<file path="config.mk">
export PLATFORM = sky130hd
export DESIGN_NAME = one_shot_timer_table_core
export DESIGN_NICKNAME = d
export VERILOG_FILES = /design/src/hw/rtl/ostt_pkg.sv /design/src/hw/rtl/ostt_datapath.sv /design/src/hw/rtl/ostt_controller.sv /design/src/hw/rtl/one_shot_timer_table_core.sv
export SDC_FILE = /design/constraint.sdc
export NUM_CORES = 2
export LEC_CHECK = 0
export ABC_AREA = 1
export BUFFER_PORTS_ARGS = -buffer_cell sky130_fd_sc_hd__buf_4
export CORE_MARGIN = 5
export CORE_UTILIZATION = 30
export DETAILED_ROUTE_END_ITERATION = 7
export PLACE_DENSITY = 0.52
export SLEW_MARGIN = 10
export SYNTH_ARGS = -nofsm -noshare
export SYNTH_HDL_FRONTEND = slang
export SYNTH_SLANG_ARGS = --single-unit
</file>
<file path="constraint.sdc">
create_clock -name clk -period 4 [get_ports clk]
set_input_delay 0.4 -clock clk [delete_from_list [all_inputs] [get_ports clk]]
set_output_delay 0.4 -clock clk [all_outputs]
set_load 0.005 [all_outputs]
</file>
<file path="src/hw/rtl/ostt_pkg.sv">
`timescale 1ns / 1ps

package ostt_pkg;

    localparam int SLOTS   = 10;
    localparam int IDX_W   = (SLOTS > 1) ? $clog2(SLOTS) : 1;
    localparam int SLOT_W  = 4;
    localparam int TIME_W  = 32;
    localparam int ID_W    = 16;
    localparam int SECS_W  = 12;
    localparam int BYTE_W  = 8;
    localparam int IN_W    = 80;
    localparam int OUT_W   = 24;

    localparam logic [TIME_W-1:0] US_PER_SECOND = 32'd1000000;
    localparam logic [ID_W-1:0]   ID_RESET      = '1;

    localparam logic CMD_ADD    = 1'b0;
    localparam logic CMD_TICK   = 1'b1;
    localparam logic KIND_ACK   = 1'b0;
    localparam logic KIND_FIRED = 1'b1;

    typedef enum logic [1:0] {
        ST_IDLE,
        ST_SCAN,
        ST_ADD_DONE,
        ST_TICK_DONE
    } ostt_state_t;

    typedef struct packed {
        logic capture;
        logic step;
        logic commit_add;
        logic flush_tick;
    } ostt_ctrl_t;

    typedef struct packed {
        logic is_tick;
        logic scan_last;
        logic out_free;
        logic fire_hit;
        logic pend_valid;
    } ostt_stat_t;

endpackage

</file>
<file path="src/hw/rtl/ostt_datapath.sv">
`timescale 1ns / 1ps

module ostt_datapath (
    input  logic                         clk,
    input  logic                         rst_n,
    input  ostt_pkg::ostt_ctrl_t         ctrl,
    output ostt_pkg::ostt_stat_t         stat,
    input  logic                         in_cmd,
    input  logic [ostt_pkg::IN_W-1:0]    in_data,
    output logic                         out_valid,
    input  logic                         out_ready,
    output logic                         out_kind,
    output logic                         out_last,
    output logic [ostt_pkg::OUT_W-1:0]   out_data
);

    localparam int IDX_W  = ostt_pkg::IDX_W;
    localparam int TIME_W = ostt_pkg::TIME_W;
    localparam int ID_W   = ostt_pkg::ID_W;
    localparam int SECS_W = ostt_pkg::SECS_W;
    localparam int BYTE_W = ostt_pkg::BYTE_W;
    localparam int SLOTS  = ostt_pkg::SLOTS;

    // table
    logic [TIME_W-1:0]     exp_reg [SLOTS];
    logic signed [ID_W-1:0] id_reg [SLOTS];
    logic [BYTE_W-1:0]     tgt_reg [SLOTS];
    logic [BYTE_W-1:0]     act_reg [SLOTS];

    // captured item
    logic                  cmd_reg;
    logic [TIME_W-1:0]     now_reg;
    logic signed [ID_W-1:0] tid_reg;
    logic [SECS_W-1:0]     secs_reg;
    logic [BYTE_W-1:0]     itgt_reg;
    logic [BYTE_W-1:0]     iact_reg;
    logic [TIME_W-1:0]     prod_reg;

    // scan state
    logic [IDX_W-1:0]      idx_reg;
    logic                  match_found_reg;
    logic [IDX_W-1:0]      match_idx_reg;
    logic                  free_found_reg;
    logic [IDX_W-1:0]      free_idx_reg;

    // held fired slot, sent once the next one or the scan end is known
    logic                  pend_valid_reg;
    logic [IDX_W-1:0]      pend_idx_reg;
    logic [BYTE_W-1:0]     pend_tgt_reg;
    logic [BYTE_W-1:0]     pend_act_reg;

    // output register
    logic                  ovalid_reg;
    logic                  okind_reg;
    logic                  olast_reg;
    logic [ostt_pkg::SLOT_W-1:0] oidx_reg;
    logic                  ofound_reg;
    logic [BYTE_W-1:0]     otgt_reg;
    logic [BYTE_W-1:0]     oact_reg;

    logic [TIME_W-1:0]     cur_exp;
    logic                  id_pos;
    logic                  match_hit;
    logic                  free_hit;
    logic                  fire_hit;
    logic                  add_found;
    logic [IDX_W-1:0]      add_idx;
    logic                  out_free;
    logic                  push_pend;

    assign cur_exp   = exp_reg[idx_reg];
    assign id_pos    = !tid_reg[ID_W-1] && (tid_reg != '0);
    assign match_hit = id_pos && (id_reg[idx_reg] == tid_reg);
    assign free_hit  = cur_exp < now_reg;
    assign fire_hit  = (cur_exp != '0) && free_hit;
    assign add_found = match_found_reg || free_found_reg;
    assign add_idx   = match_found_reg ? match_idx_reg : free_idx_reg;
    assign out_free  = !ovalid_reg || out_ready;
    assign push_pend = ctrl.step && (cmd_reg == ostt_pkg::CMD_TICK) && fire_hit
                       && pend_valid_reg;

    assign stat.is_tick    = (cmd_reg == ostt_pkg::CMD_TICK);
    assign stat.scan_last  = (idx_reg == IDX_W'(SLOTS - 1));
    assign stat.out_free   = out_free;
    assign stat.fire_hit   = fire_hit;
    assign stat.pend_valid = pend_valid_reg;

    assign out_valid = ovalid_reg;
    assign out_kind  = okind_reg;
    assign out_last  = olast_reg;
    assign out_data  = {3'b000, oact_reg, otgt_reg, ofound_reg, oidx_reg};

    always_ff @(posedge clk)
    begin
        if (ctrl.capture)
        begin
            cmd_reg  <= in_cmd;
            now_reg  <= in_data[31:0];
            tid_reg  <= in_data[47:32];
            secs_reg <= in_data[59:48];
            itgt_reg <= in_data[67:60];
            iact_reg <= in_data[75:68];
        end
        // seconds to microseconds, ready before the add commit
        prod_reg <= TIME_W'(secs_reg) * ostt_pkg::US_PER_SECOND;
    end

    always_ff @(posedge clk or negedge rst_n)
    begin
        if (!rst_n)
        begin
            for (int i = 0; i < SLOTS; i++)
            begin
                exp_reg[i] <= '0;
                id_reg[i]  <= ostt_pkg::ID_RESET;
                tgt_reg[i] <= '0;
                act_reg[i] <= '0;
            end
        end
        else
        begin
            if (ctrl.commit_add && add_found)
            begin
                exp_reg[add_idx] <= now_reg + prod_reg;
                id_reg[add_idx]  <= tid_reg;
                tgt_reg[add_idx] <= itgt_reg;
                act_reg[add_idx] <= iact_reg;
            end
            if (ctrl.step && (cmd_reg == ostt_pkg::CMD_TICK) && fire_hit)
            begin
                exp_reg[idx_reg] <= '0;
            end
        end
    end

    always_ff @(posedge clk or negedge rst_n)
    begin
        if (!rst_n)
        begin
            idx_reg         <= '0;
            match_found_reg <= 1'b0;
            free_found_reg  <= 1'b0;
            pend_valid_reg  <= 1'b0;
        end
        else if (ctrl.capture)
        begin
            idx_reg         <= '0;
            match_found_reg <= 1'b0;
            free_found_reg  <= 1'b0;
            pend_valid_reg  <= 1'b0;
        end
        else
        begin
            if (ctrl.step)
            begin
                idx_reg <= idx_reg + 1'b1;
                if (cmd_reg == ostt_pkg::CMD_ADD)
                begin
                    if (match_hit && !match_found_reg)
                    begin
                        match_found_reg <= 1'b1;
                    end
                    if (free_hit && !free_found_reg)
                    begin
                        free_found_reg <= 1'b1;
                    end
                end
                else if (fire_hit)
                begin
                    pend_valid_reg <= 1'b1;
                end
            end
            if (ctrl.flush_tick)
            begin
                pend_valid_reg <= 1'b0;
            end
        end
    end

    always_ff @(posedge clk)
    begin
        if (ctrl.step)
        begin
            if (match_hit && !match_found_reg)
            begin
                match_idx_reg <= idx_reg;
            end
            if (free_hit && !free_found_reg)
            begin
                free_idx_reg <= idx_reg;
            end
            if ((cmd_reg == ostt_pkg::CMD_TICK) && fire_hit)
            begin
                pend_idx_reg <= idx_reg;
                pend_tgt_reg <= tgt_reg[idx_reg];
                pend_act_reg <= act_reg[idx_reg];
            end
        end
    end

    always_ff @(posedge clk or negedge rst_n)
    begin
        if (!rst_n)
        begin
            ovalid_reg <= 1'b0;
        end
        else if (ctrl.commit_add || push_pend || (ctrl.flush_tick && pend_valid_reg))
        begin
            ovalid_reg <= 1'b1;
        end
        else if (out_ready)
        begin
            ovalid_reg <= 1'b0;
        end
    end

    always_ff @(posedge clk)
    begin
        if (ctrl.commit_add)
        begin
            okind_reg  <= ostt_pkg::KIND_ACK;
            olast_reg  <= 1'b1;
            oidx_reg   <= add_found ? ostt_pkg::SLOT_W'(add_idx) : '0;
            ofound_reg <= add_found;
            otgt_reg   <= '0;
            oact_reg   <= '0;
        end
        else if (push_pend || (ctrl.flush_tick && pend_valid_reg))
        begin
            okind_reg  <= ostt_pkg::KIND_FIRED;
            olast_reg  <= ctrl.flush_tick;
            oidx_reg   <= ostt_pkg::SLOT_W'(pend_idx_reg);
            ofound_reg <= 1'b0;
            otgt_reg   <= pend_tgt_reg;
            oact_reg   <= pend_act_reg;
        end
    end

endmodule

</file>
<file path="src/hw/rtl/ostt_controller.sv">
`timescale 1ns / 1ps

module ostt_controller (
    input  logic                  clk,
    input  logic                  rst_n,
    input  logic                  in_valid,
    output logic                  in_ready,
    input  ostt_pkg::ostt_stat_t  stat,
    output ostt_pkg::ostt_ctrl_t  ctrl
);

    ostt_pkg::ostt_state_t state_reg;
    ostt_pkg::ostt_state_t state_next;

    always_ff @(posedge clk or negedge rst_n)
    begin
        if (!rst_n)
        begin
            state_reg <= ostt_pkg::ST_IDLE;
        end
        else
        begin
            state_reg <= state_next;
        end
    end

    always_comb
    begin
        state_next = state_reg;
        ctrl       = '0;
        in_ready   = 1'b0;
        unique case (state_reg)
            ostt_pkg::ST_IDLE:
            begin
                in_ready = 1'b1;
                if (in_valid)
                begin
                    ctrl.capture = 1'b1;
                    state_next   = ostt_pkg::ST_SCAN;
                end
            end
            ostt_pkg::ST_SCAN:
            begin
                // a second fired slot needs the output register for the held one
                ctrl.step = !(stat.is_tick && stat.fire_hit && stat.pend_valid
                              && !stat.out_free);
                if (ctrl.step && stat.scan_last)
                begin
                    state_next = stat.is_tick ? ostt_pkg::ST_TICK_DONE
                                              : ostt_pkg::ST_ADD_DONE;
                end
            end
            ostt_pkg::ST_ADD_DONE:
            begin
                if (stat.out_free)
                begin
                    ctrl.commit_add = 1'b1;
                    state_next      = ostt_pkg::ST_IDLE;
                end
            end
            ostt_pkg::ST_TICK_DONE:
            begin
                if (!stat.pend_valid || stat.out_free)
                begin
                    ctrl.flush_tick = 1'b1;
                    state_next      = ostt_pkg::ST_IDLE;
                end
            end
            default:
            begin
                state_next = ostt_pkg::ST_IDLE;
            end
        endcase
    end

endmodule

</file>
<file path="src/hw/rtl/one_shot_timer_table_core.sv">
// Table of SLOTS one-shot timers. An add transaction (tuser = 0) arms a timer: a positive id
// already in the table reuses its slot, otherwise the first slot whose expiry is below now_us
// is taken; expiry = now_us + delay_seconds * 1000000 (mod 2^32) and one acknowledgement
// comes back with the slot or slot_found = 0. A tick transaction (tuser = 1) fires every slot
// with a nonzero expiry below now_us, in slot order, one result each with tlast on the final
// one, and clears those expiries; a tick with nothing expired returns nothing. Compares are
// plain unsigned. Items are handled one at a time by a slot scan that reads one table entry
// per cycle, except while a tick holds a second fired slot and the output register is full;
// the last result of an item is presented once the scan and its done state are through, plus
// any stalls on the result side, and the next item is accepted once the block is idle again.
// The next item is taken while the last result still waits in the output register.
`timescale 1ns / 1ps

module one_shot_timer_table_core (
    input  logic                         clk,
    input  logic                         rst_n,
    input  logic                         s_axis_tvalid,
    output logic                         s_axis_tready,
    // now_us, timer_id, delay_seconds, target_handle, action_code, zero pad
    input  logic [ostt_pkg::IN_W-1:0]    s_axis_tdata,
    // command
    input  logic                         s_axis_tuser,
    output logic                         m_axis_tvalid,
    input  logic                         m_axis_tready,
    // slot_index, slot_found, fired_target, fired_action, zero pad
    output logic [ostt_pkg::OUT_W-1:0]   m_axis_tdata,
    // kind
    output logic                         m_axis_tuser,
    output logic                         m_axis_tlast
);

    ostt_pkg::ostt_ctrl_t ctrl;
    ostt_pkg::ostt_stat_t stat;

    ostt_controller u_ctrl (
        .clk      (clk),
        .rst_n    (rst_n),
        .in_valid (s_axis_tvalid),
        .in_ready (s_axis_tready),
        .stat     (stat),
        .ctrl     (ctrl)
    );

    ostt_datapath u_dp (
        .clk       (clk),
        .rst_n     (rst_n),
        .ctrl      (ctrl),
        .stat      (stat),
        .in_cmd    (s_axis_tuser),
        .in_data   (s_axis_tdata),
        .out_valid (m_axis_tvalid),
        .out_ready (m_axis_tready),
        .out_kind  (m_axis_tuser),
        .out_last  (m_axis_tlast),
        .out_data  (m_axis_tdata)
    );

endmodule

</file>
* Word-level counts from Yosys, hierarchy flattened
Index checks and enable logic that the tools add are counted. Widths: inputs -> output; s select.
Word-level totals: output and inout bits 28, bits in registers 804
Cells by class: bitwise gates (word level) 4, add/subtract/negate cells 2, magnitude comparators 5, $mul 1, eq/ne operators 10, reductions and logical operators 47, muxes and demuxes 63
Operators by type and width (number):
- $mux 320 | 2
- $and 320x320->320 | 1
- $bwmux 320 | 1
- $not 320->320 | 1
- $demux 32 s4 | 2
- $bwmux 160 | 1
- $bwmux 80 | 2
- $bmux 32 s4 | 1
- $mux 32 | 4
- $bmux 16 s4 | 1
- $bmux 8 s4 | 2
- $demux 16 s4 | 1
- $mux 16 | 3
- $mux 8 | 5
- $add 32x32->32 | 1
- $demux 8 s4 | 1
- $lt 32x32->1 | 1
- $reduce_bool 32->1 | 1
- $mul 12x14->26 const B | 1
- $mux 1 | 26
- $mux 4 | 6
- $eq 16x16->1 | 1
- $logic_and 1x1->1 | 16
- $reduce_bool 16->1 | 1
- 19 further kinds | 50

* Longest topological paths before layout
depth after elaboration 17, depth in mapped cells 26, gate-level depth less buffers 22

* Modules after synthesis
A second synthesis with hierarchy kept.
Second synthesis, totals: cell total of the unflattened synthesis 4847, area total of the unflattened synthesis 40558.9 µm²
By module, submodules not included:
- ostt_datapath | times used 1, area an instance 40361.2 µm², cells an instance 4812, sequential area each 20599.8 µm²
- ostt_controller | times used 1, area an instance 197.7 µm², cells an instance 35, sequential area each 50.0 µm²

* Least setup slack after synthesis
OpenSTA, ideal clock, no wires.
path kind reg2reg, start point reg u_dp.secs_reg[4], end point reg u_dp.prod_reg[30], path buffers 0, stages on the path, launching flop included 16, library setup time 127 ps, arrival 4019 ps, setup slack -146 ps, cell sequence edfxtp_1 fa_1 ha_1 fa_1 fa_1 fa_1 ha_1 a21oi_1 inv_1 a31oi_1 o21bai_1 nand3_1 nand2_1 a21oi_1 o21ai_0 xor2_1
On the way: cells in the longest elaborated chain, start to end 1
Ends and longest elaborated chain:
- start, declared | RTL line ostt_datapath.sv:34 | logic [SECS_W-1:0] secs_reg;
- start signal, assigned | RTL line ostt_datapath.sv:100 | secs_reg <= in_data[59:48];
- $mul 12x14->26 | RTL line ostt_datapath.sv:105 | prod_reg <= TIME_W'(secs_reg) * ostt_pkg::US_PER_SECOND;
- end signal, assigned | RTL line ostt_datapath.sv:105
- end, declared | RTL line ostt_datapath.sv:37 | logic [TIME_W-1:0] prod_reg;
Every way passes these cells. A chain may end at the register's enable or synchronous reset.

* Worst setup path in the final report
start point reg u_dp.secs_reg[3], end point reg u_dp.prod_reg[30]
Same word-level chain as after synthesis.

==> reports/qor.csv <==
metric,value,unit
drt_iter0_drc,3050,
slew_viol_final,0,
synth-xor-area-share,0.00928,
die-area,143000,um2
portBuffers,105,
synth_top_family_by_area,simple AND/OR/NAND/NOR gates,
ys_ff_latch,804,
die_w,378,um
async_flop_share,0.808,
netlist_area,40600,um2
first_pass_iters,5,
path_buf_inv,1,
fin_cells,6885,
largest_register_ffs,320,
io_pins,113,
via_per_inst,4.97,
clock-sinks,804,
fin_crit,3990,ps
synth_compound_area_frac,0.158,
clock_latency,710,ps
power,39100,uW
outcome,"finished, final reports clean",
path_class,reg -> reg,
place_inst,6592,
crit_required,4580,ps
ir_drop,958,uV
root_buffer,clkbuf_16,
arrival,4570,ps
seq_area_frac_synth,0.509,
syn_inst,4834,
clkTransAtPathRegs,60,ps
ys_types,56,
cts_tree,built,
syn2layout_area_growth,21.8,%
start_util,0.301,
min_path_type,in -> reg,
synthFlopType,dfrtp_1,
num_vias,34300,
nNetsFinal,5287,
core,135000,um2
ant_nets,0,
gr-total-overflow,0,
htree_levels,3,
die_h,378,um
synth_edf_count,110,
final_cell_mix,"1168 x nand2_1, 736 x o21ai_0, 487 x dfrtp_1, 472 x nor2_1, 266 x a21oi_1",
antenna_found_initial,0,
utilization,0.366,
p_leak,0.0221,uW
grt_pass1_vias,32900,
track_usage,0.180,
slowest_delay,630,ps
grt_pass1_wl,201,mm
cp_slowest_cell,fa_1,
routed_wl,133,mm
cts_buffers,95,
finalClockSkew,34.0,ps
max_freq,251,MHz
p_per_area,791,nW/um2
cts_buffer_depth,3,
grt_max_degree,105,
ys_warn_count,0,
cap_violations,0,
route.detailed.drc,0,
num_rows,135,
crit_fanout,3,
synthAdderAreaFrac,0.0618,
postSynthAreaPerCell,8.40,um2
finalHoldViolations,0,
p_switching,16400,uW
crit_top_cell,fa_1,
cp_top_family,adder cells,
post-route-period-util,0.998,
synthMuxAreaShare,0.00123,
swShare,0.419,
crit_chain,"fa_1, ha_4, fa_1, fa_1, fa_1, ha_4, a21oi_2, inv_2, a31oi_4, o21bai_2, nand3_1, nand2_2, a21oi_2, o21ai_1, xor2_1",
final_common_cell,nand2_1,
end_kind,flip-flop,
setup_viol,0,
rsz0062_at_grt,true,
synth-simple-area-share,0.201,
internal_power,22700,uW
routedWlPerCell,19.4,um
maxSlewHeadroom,0.278,
clockPowerShare,0.230,
hpwl,78.1,mm
power.share.combinational,0.502,
drive_above_1_share,0.163,
place.gp.congestion,0.822,
tightest_slew,1080,ps
seq_power_share,0.268,
cp-start-kind,flip-flop,
tightest hold or removal path: stages:
cell and delay, ps:
buf_4 80, inv_1 30, nand2_1 80, nand4_1 100, nand2_1 80
area by class of cell:
cell class / count / area [um2]
diodes: 1 / 2.50
clock inverters: 31 / 340
inverters: 262 / 1020
multi-input cells: 3452 / 18100
repair buffers: 407 / 4200
clock buffers: 146 / 2930
flip-flops and latches: 804 / 20700
fillers: 13700 / 85500
repair inverters: 1 / 8.76
well taps: 1781 / 2230
final timing paths:
kind | from | end | slack [ps] | depth (start not counted)
setup reg to reg | u_dp.secs_reg[3] | u_dp.prod_reg[30] | 9 | 15
min in group asynchronous | rst_n | u_dp.tgt_reg[0] | 320 | 2
hold / removal | s_axis_tvalid | u_ctrl.state_reg[0] | 110 | 5
max in group asynchronous | rst_n | u_dp.id_reg[146] | 2550 | 3
setup / recovery | u_dp.secs_reg[3] | u_dp.prod_reg[30] | 9 | 15
hold reg to reg | u_dp.out_last | u_dp.out_last | 470 | 2
layer usage:
metal	track usage	wire, um
met1	0.249	60600
met3	0.0267	7510
met4	0.0559	3980
met2	0.294	61300
met5	0	0
power groups by stage:
stage | registers (uW) | logic [uW] | clock network [uW]
2_1_floorplan | 10300 | 11000 | 0
3_3_place_gp | 10600 | 17700 | 0
3_5_place_dp | 10600 | 17700 | 0
4_1_cts | 10500 | 18200 | 9220
5_1_grt | 10600 | 21800 | 9530
6_report | 10500 | 19600 | 8980
stage by stage:
| step | TNS, ps | worst slack (ps) | area [um2] | hold WS, ps |
|---|---|---|---|---|
| after floorplan | -56.3 | -56.3 | 40600 | 104 |
| after global routing | -1440 | -177 | 49400 | 72.8 |
| after detailed placement | -178 | -94.3 | 44300 | 460 |
| after global placement | -219 | -139 | 44300 | 451 |
| final | 0 | 8.81 | 49400 | 108 |
| after CTS | -60.0 | -60.0 | 48500 | 32.1 |
cell families (layout without fill, tap and decap cells):
family                     after synthesis  in the layout
and+or+nand+nor                       1995           1995
xor gates and xnor gates                43             43
other                                    1              4
adders and majority gates              179            179
muxes                                    5              5
AOI/OAI and AO/OA                     1227           1227
buffers and inverters                  580            847
DFF                                    804            804
synth_stat cells (4+ instances only):
master    count  area share
nand2_1    1183        0.11
o21ai_0     767       0.095
dfrtp_1     490        0.30
nor2_1      481       0.044
a21oi_1     278       0.034
inv_1       249       0.023
clkbuf_1    205       0.019
nand3_1     161       0.020
dfstp_2     160        0.10
ha_1        143       0.044
edfxtp_1    110       0.081
o22ai_1      92       0.014
buf_2        74      0.0091
or2_2        65       0.010
dfxtp_1      44       0.022
nor3_1       42      0.0052
fa_1         36       0.018
o21ai_1      33      0.0041
nand4_1      26      0.0040
xor2_1       25      0.0054
xnor2_1      18      0.0039
buf_1        13      0.0012
buf_6        13      0.0036
buf_4        12      0.0022
a21boi_1     11      0.0020
nor4_1       10      0.0015
a21boi_0      7      0.0013
nor3_4        7      0.0028
a22oi_2       6      0.0018
a31oi_1       6     0.00092
inv_2         6     0.00055
or2_0         6     0.00092
clkinv_1      5     0.00046
mux2i_1       5      0.0012
nor2_2        5     0.00077
o21a_1        5     0.00092
a211oi_1      4     0.00074
a21o_1        4     0.00074
timing repair:
| action | CTS | global route |
|---|---|---|
| hold endpoints to repair | 143 | 0 |
| pin swaps | 1 | 31 |
| gates resized for setup | 12 | 112 |
| hold buffers | 78 | 0 |
| cloned | 1 | 13 |
| endpoints found under the setup margin | 31 | 377 |
| buffers inserted | 4 | 21 |
No activity file was read; power rests on OpenSTA's default activity.
